`config.mk`:
```
export PLATFORM = sky130hd
export DESIGN_NAME = sir_front
export DESIGN_NICKNAME = d
export VERILOG_FILES = /design/src/design/sir_pkg.sv /design/src/design/sir_front.sv
export SDC_FILE = /design/constraint.sdc
export NUM_CORES = 1
export LEC_CHECK = 0
export BUFFER_PORTS_ARGS = -buffer_cell sky130_fd_sc_hd__buf_2
export CELL_PAD_IN_SITES_DETAIL_PLACEMENT = 1
export CELL_PAD_IN_SITES_GLOBAL_PLACEMENT = 1
export CORE_ASPECT_RATIO = 0.8
export CORE_MARGIN = 5
export CORE_UTILIZATION = 21
export DETAILED_ROUTE_END_ITERATION = 8
export GPL_TIMING_DRIVEN = 0
export PLACE_DENSITY = 0.95
export RECOVER_POWER = 25
export SLEW_MARGIN = 20
export SYNTH_ARGS = -nofsm -noshare
export SYNTH_HDL_FRONTEND = slang
export SYNTH_SLANG_ARGS = --single-unit
```
`constraint.sdc`:
```
create_clock -name vclk -period 3.4
set_input_delay 0.17 -clock vclk [all_inputs]
set_output_delay 0.17 -clock vclk [all_outputs]
set_load 0.01 [all_outputs]
```
`src/design/sir_pkg.sv`:
```
// shared types and constants of the sparse index reshape unit
`default_nettype none
package sir_pkg;

    localparam int DIM_W        = 16;
    localparam int NUM_DIMS     = 3;
    localparam int RANK_W       = 2;
    localparam int QUEUE_DEPTH  = 2;
    localparam int DEF_MAX_RANK = 3;
    localparam int DEF_DIM_BITS = 16;

    typedef logic [DIM_W-1:0] sir_dim_t;

    typedef enum logic [2:0] {
        REG_IN_RANK  = 3'd0,
        REG_OUT_RANK = 3'd1,
        REG_IN_DIM0  = 3'd2,
        REG_IN_DIM1  = 3'd3,
        REG_IN_DIM2  = 3'd4,
        REG_OUT_DIM0 = 3'd5,
        REG_OUT_DIM1 = 3'd6,
        REG_OUT_DIM2 = 3'd7
    } sir_reg_e;

    // effective shape: ranks clamped, dimensions beyond the rank read as 1
    typedef struct packed {
        logic [RANK_W-1:0]             in_rank;
        logic [RANK_W-1:0]             out_rank;
        logic [NUM_DIMS-1:0][DIM_W-1:0] in_dim;
        logic [NUM_DIMS-1:0][DIM_W-1:0] out_dim;
    } sir_cfg_t;

    // classified entry: used coordinates, coordinate range flag, frame end
    typedef struct packed {
        logic [NUM_DIMS-1:0][DIM_W-1:0] coord;
        logic                           err;
        logic                           last;
    } sir_item_t;

endpackage
`default_nettype wire

```
`src/design/sir_front.sv`:
```
// front end: takes input beats, masks coordinates and checks them against the shape
`default_nettype none
module sir_front #(
    parameter int DIM_BITS = sir_pkg::DEF_DIM_BITS
) (
    input  wire logic                 s_tvalid,
    output logic                      s_tready,
    input  wire logic [47:0]          s_tdata,
    input  wire logic                 s_tlast,
    input  wire sir_pkg::sir_cfg_t    cfg,
    input  wire logic                 q_full,
    output logic                      q_push,
    output sir_pkg::sir_item_t        q_item
);
    import sir_pkg::*;

    localparam logic [DIM_W-1:0] CMASK = (DIM_BITS >= DIM_W) ? {DIM_W{1'b1}} :
                                         DIM_W'((32'd1 << DIM_BITS) - 32'd1);

    logic [DIM_W-1:0] raw;

    assign s_tready = !q_full;
    assign q_push   = s_tvalid && !q_full;

    always_comb begin
        q_item      = '0;
        q_item.last = s_tlast;
        raw         = '0;
        for (int j = 0; j < NUM_DIMS; j++) begin
            raw = s_tdata[j*DIM_W +: DIM_W] & CMASK;
            // unused dimensions carry coordinate 0 against a size of 1
            q_item.coord[j] = (RANK_W'(j) < cfg.in_rank) ? raw : '0;
            if (q_item.coord[j] >= cfg.in_dim[j]) begin
                q_item.err = 1'b1;
            end
        end
    end

endmodule
`default_nettype wire

```
# Word-level counts from Yosys, hierarchy flattened
# Cells that the tools add are included.
[classes]
n_lt_le_gt_ge = 6
muxes = 6
reduce_logical = 2
[op_table]
columns = ["operator", "count"]
rows = [
  ["$ge A16 B16 Y1", 3],
  ["$mux W16", 3],
  ["$lt A1 B2 Y1 const A", 2],
  ["$mux W1", 3],
  ["$lt A2 B2 Y1 const A", 1],
  ["$logic_and A1 B1 Y1", 1],
  ["$logic_not A1 Y1", 1],
]
[word_totals]
ff_bits = 0
input_bits = 151
output_inout_bits = 52
elab_cells = 14

# Longest topological paths before layout
[depth]
depth_word = 6
depth_mapped = 9
depth_no_buf = 8

# Worst setup path after synthesis
# OpenSTA, ideal clock, no wires.
[synth_timing]
path_kind = "in2out"
from = "input cfg[99] (netlist bit)"
to = "output q_item[1] (netlist bit)"
arrival_ps = 2089
required_ps = 3230
slack_ps = 1141
path_stages = 9
n_path_buf = 1
path_cell_list = "nor2_1 > clkbuf_1 > nor2b_1 > ha_1 > nand4_1 > o211ai_1 > a31oi_1 > o31ai_1 > or4_1"
[synth_lines]
columns = ["item", "line_no", "rtl"]
rows = [
  ["start, declared", "sir_front.sv:10", "input wire sir_pkg::sir_cfg_t cfg,"],
  ["end, declared", "sir_front.sv:13", "output sir_pkg::sir_item_t q_item"],
]

==> metrics.txt <==
critical setup path kind=in2out; CP max-delay cell=or4_1; Post-CTS Setup Bufs=0; Final TNS setup=0 ns; hold path cells=2; seq_cells=0; Pleak=1.55 nW; period utilisation layout=89.5%; Arr. time, crit path=2.87 ns; Vias/cell=4.58; final setup violating endpoints=0; Crit Path Max Fanout=10; CP Launch Type=primary input; core area=0.00693 mm^2; most frequent CP cell=clkbuf_1; Yosys warnings=0; number of global-route vias before repair=2358; synthesis-to-finish area growth=56.9%; FMAX=329 MHz; Die W=105 um; Post-Syn Nets=420; slew margin rel.=60.1%; overall power=0.000273 W; pwr/cell area=116 mW/mm^2; largest net degree at the start of global routing=11; register area share after synthesis=0%; Slew @ Worst Pin=0.596 ns; Req. time, crit path=3.23 ns; initial antenna violation count=0; site row count=27; PortBufs=152; post-layout min period=3.04 ns; worst vdd ir=0.0330 mV; Hold Buf Count CTS=0; post-DR wirelength/cell=15.2 um; RSZ-0062 raised after global routing=no; total I/O pin count=203; crit path cell chain=clkbuf_1 -> nor2_1 -> clkbuf_1 -> nor2b_1 -> ha_1 -> nand4_1 -> o211ai_1 -> a31oi_1 -> o31ai_1 -> or4_1 -> buf_2; Initial Util=21.7%; Initial DRC Count=38; Routed WL=6980 um; routed via count=2105; Final nets=574; ANT cells=0; first-pass GRT wire length=11000 um; clkbuf count=0; gr ovfl total=0; Crit. End Element=output pin; Pins Over Slew Limit=0; Hold Crit Class=in2out; syn avg cell area=6.79 um^2; # DRC=0; GP Congestion=0.787; Hold Fails Final Rpt=0; post-cts sizing count=0; Syn Inst Count=221; fillers=955; Max-cap violations=0; Die Area=0.00895 mm^2; Sequential Area=0 um^2; drt first pass iters=4; post-DP HPWL=6540 um; crit-path max cell delay=0.52 ns; Chip Height=85.6 um; layout cells sized above 1=38.1%; outcome=complete, no violations; GRT Total Usage=14.7%; Antenna Nets Post-Route=0; mapped cell area=0.00150 mm^2; number of library cell types mapped by synthesis=30
[per-stage QoR]
step / utilization (%) / std cells / setup slack [ns] / hold slack [ns] / cell area, um^2
floorplan: - / 221 / 1.14 / 0.384 / 1500
global placement: 34.2 / 460 / 0.417 / 0.526 / 2370
detailed placement: 34.2 / 460 / 0.342 / 0.529 / 2370
CTS: 34.2 / 460 / 0.334 / 0.530 / 2370
global route: 34.0 / 460 / 0.0997 / 0.578 / 2360
finish: 34.0 / 460 / 0.359 / 0.554 / 2360
[final cells by class]
cell class / count / area [um^2] / share of cell area [%]
well taps: 87 / 109 / 4.62
inverters: 50 / 188 / 7.97
repair buffers: 152 / 746 / 31.7
multi-input cells: 165 / 1290 / 54.6
plain buffers: 6 / 26.3 / 1.12
[layout by cell type (no fill, tap or decap), types with 2 or more instances in the layout]
cell type  instances
a211oi_1           2
nand3_1            2
ha_1              48
o21ai_0            7
a31oi_1            2
o211ai_1           2
and2_1            15
nor2_1             8
inv_1             50
nor3_1             2
clkbuf_1          17
nand4_1            6
buf_2            140
nand2_1           10
nor2b_1           17
and3_1            16
a21oi_1           15
[worst max-delay path, delay by kind of cell]
kind / cells / cell delay (ns)
compound gates: 3 / 0.36
fa+ha+maj: 1 / 0.33
buf+inv: 3 / 0.75
simple gates: 4 / 1.25
[logic make-up after synthesis]
kind of cell	synth area share (%)
compound gates	14.7
fa+ha+maj	40.0
buf+inv	14.3
simple gates	31.1
[per-layer routing]
layer	wire [um]	GRT usage (%)	vias up	share of wire (%)
met3	518	2.11	2	7.4
li1	-	-	1055	-
met1	2770	16.8	957	40
met4	15	0.353	0	0.21
met2	3680	30.2	91	53
met5	0	0	-	0
[power breakdown]
group	leakage, nW	internal (W)	switching [W]
sequential	0	0	0
combinational	1.55	0.000130	0.000143
clock	0	0	0
[cell usage after synthesis, types with 2 or more instances]
cell type	number	share of area (%)
nand4_1	6	2.5
a211oi_1	2	1.0
inv_1	50	13
clkbuf_1	5	1.3
nand3_1	2	0.67
ha_1	48	40
a31oi_1	2	0.83
a21oi_1	15	5.0
o211ai_1	2	1.0
nand2_1	10	2.5
and2_1	15	6.3
o21ai_0	7	2.3
nor2_1	8	2.0
nor3_1	2	0.67
and3_1	16	6.7
nor2b_1	17	7.1
[final timing paths]
check | from | end | slack [ns]
hold / removal | s_tlast | q_item[0] | 0.55
setup / recovery | cfg[99] | q_item[1] | 0.36
Note: power is estimated with default switching activity, not from simulation.
