## config.mk

```make
export PLATFORM = sky130hd
export DESIGN_NAME = sir_fifo
export DESIGN_NICKNAME = d
export VERILOG_FILES = /design/src/design/sir_pkg.sv /design/src/design/sir_fifo.sv
export SDC_FILE = /design/constraint.sdc
export NUM_CORES = 1
export LEC_CHECK = 0
export BUFFER_PORTS_ARGS = -buffer_cell sky130_fd_sc_hd__buf_2
export CAP_MARGIN = 0
export CORE_ASPECT_RATIO = 0.6
export CORE_MARGIN = 2
export CORE_UTILIZATION = 46
export CTS_CLUSTER_SIZE = 16
export DETAILED_ROUTE_END_ITERATION = 8
export GPL_ROUTABILITY_DRIVEN = 0
export PLACE_DENSITY = 0.82
export SYNTH_ARGS = -nofsm -noshare
export SYNTH_HDL_FRONTEND = slang
export SYNTH_SLANG_ARGS = --single-unit
```

## constraint.sdc

```tcl
create_clock -name aclk -period 3.1 [get_ports aclk]
set_clock_uncertainty 0.15 [all_clocks]
set_input_delay 0.31 -clock aclk [delete_from_list [all_inputs] [get_ports aclk]]
set_output_delay 0.31 -clock aclk [all_outputs]
set_load 0.01 [all_outputs]
```

## src/design/sir_pkg.sv

```systemverilog
// shared types and constants of the sparse index reshape unit
`default_nettype none
package sir_pkg;

    localparam int DIM_W        = 16;
    localparam int NUM_DIMS     = 3;
    localparam int RANK_W       = 2;
    localparam int QUEUE_DEPTH  = 2;
    localparam int DEF_MAX_RANK = 3;
    localparam int DEF_DIM_BITS = 16;

    typedef logic [DIM_W-1:0] sir_dim_t;

    typedef enum logic [2:0] {
        REG_IN_RANK  = 3'd0,
        REG_OUT_RANK = 3'd1,
        REG_IN_DIM0  = 3'd2,
        REG_IN_DIM1  = 3'd3,
        REG_IN_DIM2  = 3'd4,
        REG_OUT_DIM0 = 3'd5,
        REG_OUT_DIM1 = 3'd6,
        REG_OUT_DIM2 = 3'd7
    } sir_reg_e;

    // effective shape: ranks clamped, dimensions beyond the rank read as 1
    typedef struct packed {
        logic [RANK_W-1:0]             in_rank;
        logic [RANK_W-1:0]             out_rank;
        logic [NUM_DIMS-1:0][DIM_W-1:0] in_dim;
        logic [NUM_DIMS-1:0][DIM_W-1:0] out_dim;
    } sir_cfg_t;

    // classified entry: used coordinates, coordinate range flag, frame end
    typedef struct packed {
        logic [NUM_DIMS-1:0][DIM_W-1:0] coord;
        logic                           err;
        logic                           last;
    } sir_item_t;

endpackage
`default_nettype wire

```

## src/design/sir_fifo.sv

```systemverilog
// short queue between the front end and the arithmetic pipeline
`default_nettype none
module sir_fifo (
    input  wire logic               aclk,
    input  wire logic               aresetn,
    input  wire logic               push,
    input  wire sir_pkg::sir_item_t push_item,
    output logic                    full,
    input  wire logic               pop,
    output logic                    not_empty,
    output sir_pkg::sir_item_t      pop_item
);
    import sir_pkg::*;

    localparam int PW = (QUEUE_DEPTH > 1) ? $clog2(QUEUE_DEPTH) : 1;
    localparam int CW = $clog2(QUEUE_DEPTH + 1);

    sir_item_t       mem_reg [QUEUE_DEPTH];
    logic [PW-1:0]   wr_ptr_reg, wr_ptr_next;
    logic [PW-1:0]   rd_ptr_reg, rd_ptr_next;
    logic [CW-1:0]   count_reg, count_next;
    logic            do_push, do_pop;

    assign full      = (count_reg == CW'(QUEUE_DEPTH));
    assign not_empty = (count_reg != '0);
    assign do_push   = push && !full;
    assign do_pop    = pop && not_empty;
    assign pop_item  = mem_reg[rd_ptr_reg];

    always_comb begin
        wr_ptr_next = wr_ptr_reg;
        rd_ptr_next = rd_ptr_reg;
        count_next  = count_reg;
        if (do_push) begin
            wr_ptr_next = (wr_ptr_reg == PW'(QUEUE_DEPTH - 1)) ? '0 : wr_ptr_reg + 1'b1;
        end
        if (do_pop) begin
            rd_ptr_next = (rd_ptr_reg == PW'(QUEUE_DEPTH - 1)) ? '0 : rd_ptr_reg + 1'b1;
        end
        if (do_push && !do_pop) begin
            count_next = count_reg + 1'b1;
        end else if (do_pop && !do_push) begin
            count_next = count_reg - 1'b1;
        end
    end

    always_ff @(posedge aclk) begin
        if (!aresetn) begin
            wr_ptr_reg <= '0;
            rd_ptr_reg <= '0;
            count_reg  <= '0;
        end else begin
            wr_ptr_reg <= wr_ptr_next;
            rd_ptr_reg <= rd_ptr_next;
            count_reg  <= count_next;
        end
    end

    always_ff @(posedge aclk) begin
        if (do_push) begin
            mem_reg[wr_ptr_reg] <= push_item;
        end
    end

endmodule
`default_nettype wire

```

### Word level (Yosys, flattened, before mapping)

Memory sizes are Yosys's and may differ from the RTL's. A register that Yosys moved wholly into a read port is not among the register bits.
Index checks and enable logic that the tools add are counted.

| word-level totals | value |
|---|---|
| bits in registers | 4 |
| memory bits (writable) | 100 |
| input bits | 54 |
| output and inout port bits | 52 |
| logic and storage cells | 26 |
| memories | 1 |

| cells by class | value |
|---|---|
| add/subtract/negate cells | 4 |
| equal/unequal tests | 1 |
| mux-type cells | 8 |
| reduce and logical (&&, ||, !) cells | 9 |

Memories:

| memory | words | width | rd ports | clocked after memory_dff | wr ports | line | RTL |
|---|---|---|---|---|---|---|---|
| mem_reg | 2 | 50 | 1 | 1 | 1 | sir_fifo.sv:18 | `sir_item_t mem_reg [QUEUE_DEPTH];` |

Operators with widths:

| operator | number |
|---|---|
| 1-bit two-way mux | 6 |
| 1-bit logical AND | 4 |
| 2-bit two-way mux | 2 |
| 2-bit nonzero test | 2 |
| 1-bit logical NOT | 3 |
| 1-bit adder, second input constant | 2 |
| 2-bit by 1-bit adder with 2-bit output, second input constant | 1 |
| 2-bit equality test, second input constant | 1 |
| 2-bit by 1-bit subtractor with 2-bit output, second input constant | 1 |

### Longest topological paths before layout

Gate-level depths: netlist of run 1.

| depth | value |
|---|---|
| depth in word-level cells | 7 |
| mapped depth | 7 |

### Least setup slack after synthesis of run 1

Ideal clock, no wire load.

| timing | value |
|---|---|
| kind | register to register |
| start | register count_reg[0] |
| end | memory mem_reg[0][0] (netlist name), enable pin |
| arrival time | 2.560 ns |
| required time | 2.500 ns |
| setup slack | -0.061 ns |
| stages on the path, launching flop included | 4 |
| period minus slack after synthesis | 3.161 ns |
| cell sequence | dfxtp_1 > nand2b_1 > inv_2 > nor3_2 |

| between the ends | value |
|---|---|
| word-level cells in the longest chain between the ends | 5 |

RTL lines:

| what | line | RTL |
|---|---|---|
| from (decl) | sir_fifo.sv:21 | `logic [CW-1:0] count_reg, count_next;` |
| from (signal assigned) | sir_fifo.sv:55 | `count_reg <= count_next;` |
| 2-bit equality test | sir_fifo.sv:24 | `assign full = (count_reg == CW'(QUEUE_DEPTH));` |
| via full | sir_fifo.sv:8 | `output logic full,` |
| 1-bit logical NOT | sir_fifo.sv:26 | `assign do_push = push && !full;` |
| 1-bit logical AND | sir_fifo.sv:26 |  |
| 1-bit two-way mux | sir_fifo.sv:60 | `if (do_push) begin` |
| 1-bit two-way mux (implied by the code) | sir_fifo.sv:61 | `mem_reg[wr_ptr_reg] <= push_item;` |
| to (decl) | sir_fifo.sv:18 |  |

The timed path passes the listed nets, and every way through them passes these cells.

==> results.txt, run 1 <==
The final count of pins violating max slew is 0. The startpoint identified for the worst register-to-register timing path is count_reg[0]$_SDFFE_PN0P_. The number of register bits inferred by synthesis is 105, and the sum of net half-perimeters after detailed placement is 4210 um. The die covers 9100 um^2. Routed metal-1 wire length: 2610 um. The logs give 2007 for the via count of the first global-routing pass and 52.4% for the worst slew margin relative to its limit.

The clock transition at the registers of the reported paths came out at 0.06 ns. The area growth from synthesis to layout is 28.5%. Post-CTS repair changed the size of 0 cells.

The fraction of synthesized cell area taken by the top area cell type was 78.4%; the number of instances in the synthesized netlist was 181. Counting buffers and inverters, the worst setup path is 3 cells deep. For the detailed route wirelength on metal2, the log shows 3020 um.

During synthesis, Yosys emitted a total of 0 warnings. Based on the critical path, the design can be clocked at up to 431 MHz. The run gives 0.778 ns as the worst setup margin. The register with the most flip-flops in the layout has 100 of them. The kind of cell adding the most delay to the critical path is flip-flops. Dividing the detail-routed wire length by the instance count gives 15.4 um. Data on the critical path is required at its endpoint by 2.64 ns. The tools report the capture point of the critical path as pop_item[14]. The number of CTS-inserted buffers was 9. The flow ran to the end, and the final reports show no timing, DRC or antenna violations. For this run, the post-layout net count is 361.

The number of enable-type register cells in the synthesized netlist was 100. The die is 74.7 um tall. Leakage power figure: 1.85 nW. By area the synthesized netlist is led by edfxtp_1 78%, mux2_2 14%, dfxtp_1 2.6%.

For this run, asynchronously set or reset flops after synthesis account for 0%. The logs give 2001 for the via count and 392 for the number of placed instances with taps included. For the finished layout, the period the worst path requires is 2.32 ns. The tools report the number of setup violations in the final report as 0. Transition time of the tightest slew-check pin: 0.714 ns.

For the overall global routing resource usage, the log shows 14.8%. The tools report the root buffer cell as clkbuf_16. Of the cells placed in the final design, the portion with a size suffix greater than 1 is 55.2%.

The worst-case IR drop observed on VDD is 0.000406 V. edfxtp_1 is the most common cell in the netlist. Amount of wire on met3 after detailed routing: 702 um. Measured in cells, the most critical reg-to-reg path has a length of 3.

The clock reaches the later pin of the worst-skew pair after 0.33 ns. Number of levels the H-tree was split into: 3. TritonCTS built the clock tree. Top routing layer in use: met4.

The run gives 0 as the remaining routing DRC violations. The number of cell rows came out at 25. The signal on the critical path passes through buf_12 > mux2_2 > buf_2.

Setup repair after global routing left no endpoint under its margin. Summed over all failing endpoints, the final setup total negative slack is 0 ns. The critical path is of the reg2out type. For the worst setup path, the data arrival time is 1.86 ns.

The detailed-route vias per instance was 4.79; the final count of hold timing violations was 0. Entering global routing, the biggest net connects 52 pins. The longest individual stage delay on the worst path is 0.73 ns, and the number of filler instances in the final layout is 613. The most used flip-flop cell after synthesis is edfxtp_1.

The min-delay analysis places its worst path in the category in2reg. After the first detailed-routing iteration, the DRC count stood at 69. For the initial antenna violation count, the log shows 1. STA classifies the critical path endpoint as a primary output. The tools report the core outline area as 7980 um^2. The tool flagged a number of max-cap violations equal to 0. Top cell type by total area after synthesis: edfxtp_1. The number of antenna diodes in the final layout is 0. The chip width is 122 um. Global routing finished with a remaining overflow of 0.

In this run the cell area of the synthesized design comes to 3830 um^2. The effective utilization at floorplan is 48.0%, and the worst path buffer plus inverter count is 2. Buffers placed on the I/O ports in this run total 105. After detailed routing, the total wire length is 6430 um. Of the synthesized area, sequential elements account for 81.0%. The final clock period utilization by the worst path was 74.9%. The number of distinct library cell variants in the gate-level netlist after synthesis is 23.

Synthesis produced a netlist with a net count of 236. Kind of start point of the critical path: a register. Pin placement for this block handled 106 I/O pins. The peak fanout along the critical path came out at 26.

In this run the remaining antenna-violating nets after routing total 0. In this run the power density over the cells is 803 nW/um^2. The first-pass GRT wire length is 9540 um, and the slack of the worst reg-to-reg path is 1.04 ns. The clock net in this run drives a total of 105 sinks. Dividing the synthesized area by the synthesized cell count gives 21.2 um^2. Post-layout instance count excluding filler cells: 418. The first detailed-routing pass took 4 iterations.

The commonest cells after synthesis are 100 x edfxtp_1, 46 x mux2_2, 5 x buf_2, 5 x dfxtp_1, 4 x mux2_1. The worst-path cell with the longest stage delay is dfxtp_2. The logs give 1.01 ns for the post-place setup slack and 2 for the deepest clock path buffer count. Reg-to-reg critical path endpoint: mem_reg[1][27]$_DFFE_PP_.
-- power by group --
group / internal (mW) / leakage (nW) / switching, mW / total (mW)
logic: 0.474 / 0.733 / 0.476 / 0.950
clock network: 0.694 / 0.145 / 0.432 / 1.13
registers: 1.79 / 0.975 / 0.0942 / 1.88
total: 2.95 / 1.85 / 1.00 / 3.96
-- metrics by stage --
step	util, %	power [mW]	area, um^2	hold WS (ns)
3_5_place_dp	56.6	2.86	4510	0.351
5_1_grt	61.7	4.15	4920	0.00226
4_1_cts	61.0	4.00	4860	0.0000793
6_report	61.7	3.96	4920	0.0138
3_3_place_gp	56.6	2.84	4510	0.348
2_1_floorplan	-	2.49	3840	0.259
-- cells in the final DEF (no fill, tap or decap), drive strengths merged --
| cell | count |
|---|---|
| a21boi | 2 |
| and2 | 3 |
| and3 | 1 |
| buf | 109 |
| bufinv | 2 |
| clkbuf | 10 |
| clkinv | 3 |
| dfxtp | 5 |
| dlygate4sd3 | 11 |
| edfxtp | 100 |
| ha | 1 |
| inv | 2 |
| mux2 | 50 |
| nand2b | 1 |
| nor2 | 1 |
| nor3 | 1 |
| o21a | 1 |
| o21ai | 2 |
| or2 | 1 |
| or3 | 1 |
| xnor2 | 2 |
| xor2 | 1 |
-- worst min path at each step --
stage / endpoint / cells past startpoint / slack [ns] / startpoint
2_1_floorplan: mem_reg[0][0]$_DFFE_PP_ / 0 / 0.26 / push_item[0]
3_3_place_gp: mem_reg[0][23]$_DFFE_PP_ / 1 / 0.35 / push_item[23]
3_5_place_dp: mem_reg[0][20]$_DFFE_PP_ / 1 / 0.35 / push_item[20]
4_1_cts: mem_reg[0][32]$_DFFE_PP_ / 1 / 0.00008 / push_item[32]
5_1_grt: mem_reg[0][6]$_DFFE_PP_ / 1 / 0.002 / push_item[6]
6_report: mem_reg[0][9]$_DFFE_PP_ / 1 / 0.01 / push_item[9]
-- metal layers --
| layer | track usage (%) | vias to the layer above |
|---|---|---|
| li1 | - | 954 |
| met2 | 24.5 | 90 |
| met3 | 7.42 | 9 |
| met4 | 6.13 | 0 |
| met5 | 0 | - |
| met1 | 16.9 | 948 |
-- cell families after synthesis --
| family | share of synthesized area (%) |
|---|---|
| DFF | 81.0 |
| buffers and inverters | 0.947 |
| xor gates and xnor gates | 0.686 |
| muxes | 14.7 |
| AOI/OAI and AO/OA | 0.849 |
| adders and majority gates | 0.327 |
| and+or+nand+nor | 1.50 |
-- worst register-to-register path, stage by stage, from the launching register on --
cell      delay, ns
dfxtp_1        0.40
nand2b_1       0.18
and3_2         0.68
buf_4          0.34
-- final cells by class --
| class | instances | area [um^2] | share of cell area [%] |
|---|---|---|---|
| Sequential cell | 105 | 3100 | 63.0 |
| Multi-Input combinational cell | 68 | 699 | 14.2 |
| Timing Repair Buffer | 120 | 678 | 13.8 |
| Clock buffer | 10 | 229 | 4.65 |
| Tap cell | 108 | 135 | 2.74 |
| Clock inverter | 5 | 71.3 | 1.45 |
| Inverter | 2 | 7.51 | 0.152 |
-- repair_timing --
action / 4_1_cts / 5_1_grt
hold buffers: 5 / 6
buffers inserted: 0 / 0
hold endpoints to repair: 10 / 12
endpoints found under the setup margin: 0 / 0
(Power assumes the default switching activity.)
==> run 2: changes to the inputs <==
==> constraint.sdc (replaced) <==
create_clock -name aclk -period 2.1 [get_ports aclk]
set_clock_uncertainty 0.15 [all_clocks]
set_input_delay 0.21 -clock aclk [delete_from_list [all_inputs] [get_ports aclk]]
set_output_delay 0.21 -clock aclk [all_outputs]
set_load 0.01 [all_outputs]
==> results.txt, run 2 (same netlist as run 1, synthesis figures left out) <==
The run finished with clean final reports. The tools report the final count of hold timing violations as 0 (unchanged). The logic depth of the worst register-to-register path is 6 (+3). On the critical path the largest part of the delay comes from flip-flops. Walking the worst path, the cells encountered are buf_12 > mux2_1 > buf_2. The slack of the worst reg-to-reg path was 0.44 ns (-0.60 ns); the post-route cell area was 5360 um^2 (+8.9%).

The via count of the first global-routing pass is 2234 (+11%), and the share of final-layout standard cells stronger than drive strength 1 is 50.1% (-5.0 points). For the number of violations reported at the end of detailed-routing iteration 0, the log shows 82 (+19%). After layout, the worst path uses 94.2% of the clock period.

The clock transition at the registers of the reported paths works out to 0.06 ns (about the same). The initial antenna violation count was 0 (-1); the via count was 2147 (+7.3%). The critical path start-end classification was reg2out. The logs give 3 (unchanged) for the number of levels the H-tree was split into and 1.74 ns (-0.90 ns) for the data required time of the worst path.

The number of iterations in the first detailed-routing pass came out at 4 (unchanged). TritonCTS built the clock tree. The worst hold margin is 0.0957 ns (+0.0819 ns). The number of CTS-inserted buffers came out at 9 (unchanged). The peak fanout along the critical path was 18 (-31%).

The startpoint identified for the worst register-to-register timing path is count_reg[0]$_SDFFE_PN0P_. The height of the die came out at 74.7 um (unchanged). The root buffer cell was clkbuf_16. The core outline area came out at 7980 um^2 (unchanged).

The clock latency reported for the late side of the worst-skew pair was 0.33 ns (about the same); the power density over the cells was 1100 nW/um^2 (+37%). The arrival time of the worst setup path was 1.62 ns (-0.24 ns). For the total placed instance area, the log shows 4560 um^2 (+1.1%). The count of buffers added by post-CTS timing repair for setup came out at 0 (unchanged). The run gives 9100 um^2 (unchanged) as the total die area. The average wire length per cell after detail routing came out at 15.7 um (+2.0%). The tools report the first-pass GRT wire length as 10900 um (+14%). The chip width came out at 122 um (unchanged).

The post-place setup slack is 0.443 ns (-0.566 ns). Setup repair after global routing left no endpoint under its margin. Timing would allow up to 505 MHz.

The slowest stage of the critical path belongs to the cell dfxtp_2. The run gives 401 (+11%) as the net count of the finished layout. The run gives 5.92 mW (+50%) as the overall power of the completed layout.

The number of instances resized during post-cts repair came out at 0 (unchanged). For the residual overflow from global routing, the log shows 0 (unchanged). The total I/O pin count is 106 (unchanged). Sum of net half-perimeters after detailed placement: 4250 um (+1.0%). The transition time of the tightest slew-check pin came out at 0.344 ns (-0.370 ns). The tools report the count of maximum capacitance violations as 0 (unchanged). The reg-to-reg critical path endpoint is count_reg[1]$_SDFFE_PN0P_. Most common cell after layout, fill and taps aside: buf_2. The final count of pins violating max slew is 0 (unchanged).

Compared with the post-synthesis result, the final layout area differs by 40.0%. For the number of setup violations in the final report, the log shows 0 (unchanged). Overall global routing resource usage: 16.7% (+1.8 points). The flip-flop count of the largest register after layout is 100 (unchanged), and the worst setup margin is 0.121 ns (-0.657 ns). The effective utilization at floorplan came out at 48.0% (unchanged). The critical path ends at pop_item[48].

The worst path buffer plus inverter count is 2 (unchanged), and the number of routed nets with antenna violations is 0 (unchanged). The tools report the leakage power figure as 2.03 nW (+9.4%). The remaining routing DRC violations is 0 (unchanged). The path class of the tightest hold or removal check is in2reg. The antenna cell count is 0 (unchanged), and the maximum number of pins on one net before global-route repair is 52 (unchanged). Number of cell rows: 25 (unchanged). The number of clock sinks seen by CTS was 105 (unchanged). The number of buffer cells added on primary ports was 105 (unchanged); the aggregate negative setup slack was 0 ns (unchanged). The worst path in the final design needs a cycle of 1.98 ns, including I/O delays and setup.

The longest individual stage delay on the worst path was 0.54 ns (-0.19 ns). Deepest clock path buffer count: 2 (unchanged). The library cells used most frequently in the layout, excluding fill and tap cells, are 105 x buf_2, 100 x edfxtp_1, 51 x dlygate4sd3_1, 46 x mux2_2, 9 x clkbuf_16.

The largest voltage drop on the vdd net is 0.000699 V (+72%). The logic depth of the worst path, buffers included is 3 (unchanged). The kind of start point of the critical path was a register. For the worst slew margin relative to its limit, the log shows 77.1% (+25 points). The tools report the final wirelength as 7200 um (+12%). The worst setup path is captured at a primary output.

The detailed-route vias per instance was 4.68 (-2.3%).
-- run 2: cell count changes in the layout (fill, tap and decap cells not counted), moves of 2 or more --
cell / delta
buf_12: +3
buf_4: -3
clkinv_1: -3
clkinv_2: +2
dlygate4sd3_1: +40
-- run 2: how the worst min path moves through the flow --
stage,startpoint,end,slack (ns),depth (start not counted)
3_3_place_gp,push_item[23],mem_reg[1][23]$_DFFE_PP_,0.25,1
5_1_grt,push,wr_ptr_reg$_SDFFE_PN0N_,0.10,3
2_1_floorplan,push_item[0],mem_reg[0][0]$_DFFE_PP_,0.16,0
3_5_place_dp,push_item[7],mem_reg[1][7]$_DFFE_PP_,0.25,1
6_report,push,wr_ptr_reg$_SDFFE_PN0N_,0.1,3
4_1_cts,push,wr_ptr_reg$_SDFFE_PN0N_,0.08,3
-- run 2: area by class of cell --
type	count	area, um^2
clock inverters	5	56.3
clock buffers	11	233
flip-flops and latches	105	3110
repair buffers	160	1120
inverters	2	10.0
fillers	532	2610
well taps	108	135
multi-input cells	68	707
-- run 2: per-stage QoR --
stage                     instances  utilization (%)
after CTS                       459             67.2
after global routing            459             67.2
after global placement          392             57.2
after floorplan                 181                -
final                           459             67.2
after detailed placement        392             57.2
-- run 2: report_power, final --
group / switching, mW / total (mW) / internal [mW]
clock network: 0.667 / 1.59 / 0.922
logic: 0.770 / 1.57 / 0.805
registers: 0.119 / 2.75 / 2.63
total: 1.56 / 5.92 / 4.36
-- run 2: tightest hold or removal path, cell delays in order --
cell and delay (ns):
buf_2 0.09, a21boi_0 0.07, o21a_1 0.16
-- run 2: layer usage --
layer / routed length, um / vias up / global-route usage, %
met4: 92 / 0 / 6.13
met1: 3230 / 1026 / 19.7
li1: - / 1032 / -
met3: 487 / 11 / 6.67
met2: 3400 / 78 / 28.2
met5: 0 / - / 0
-- run 2: what timing repair did --
action	in CTS	in global routing
endpoints found under the hold margin	103	0
hold buffers	51	0
setup endpoints to repair	0	0
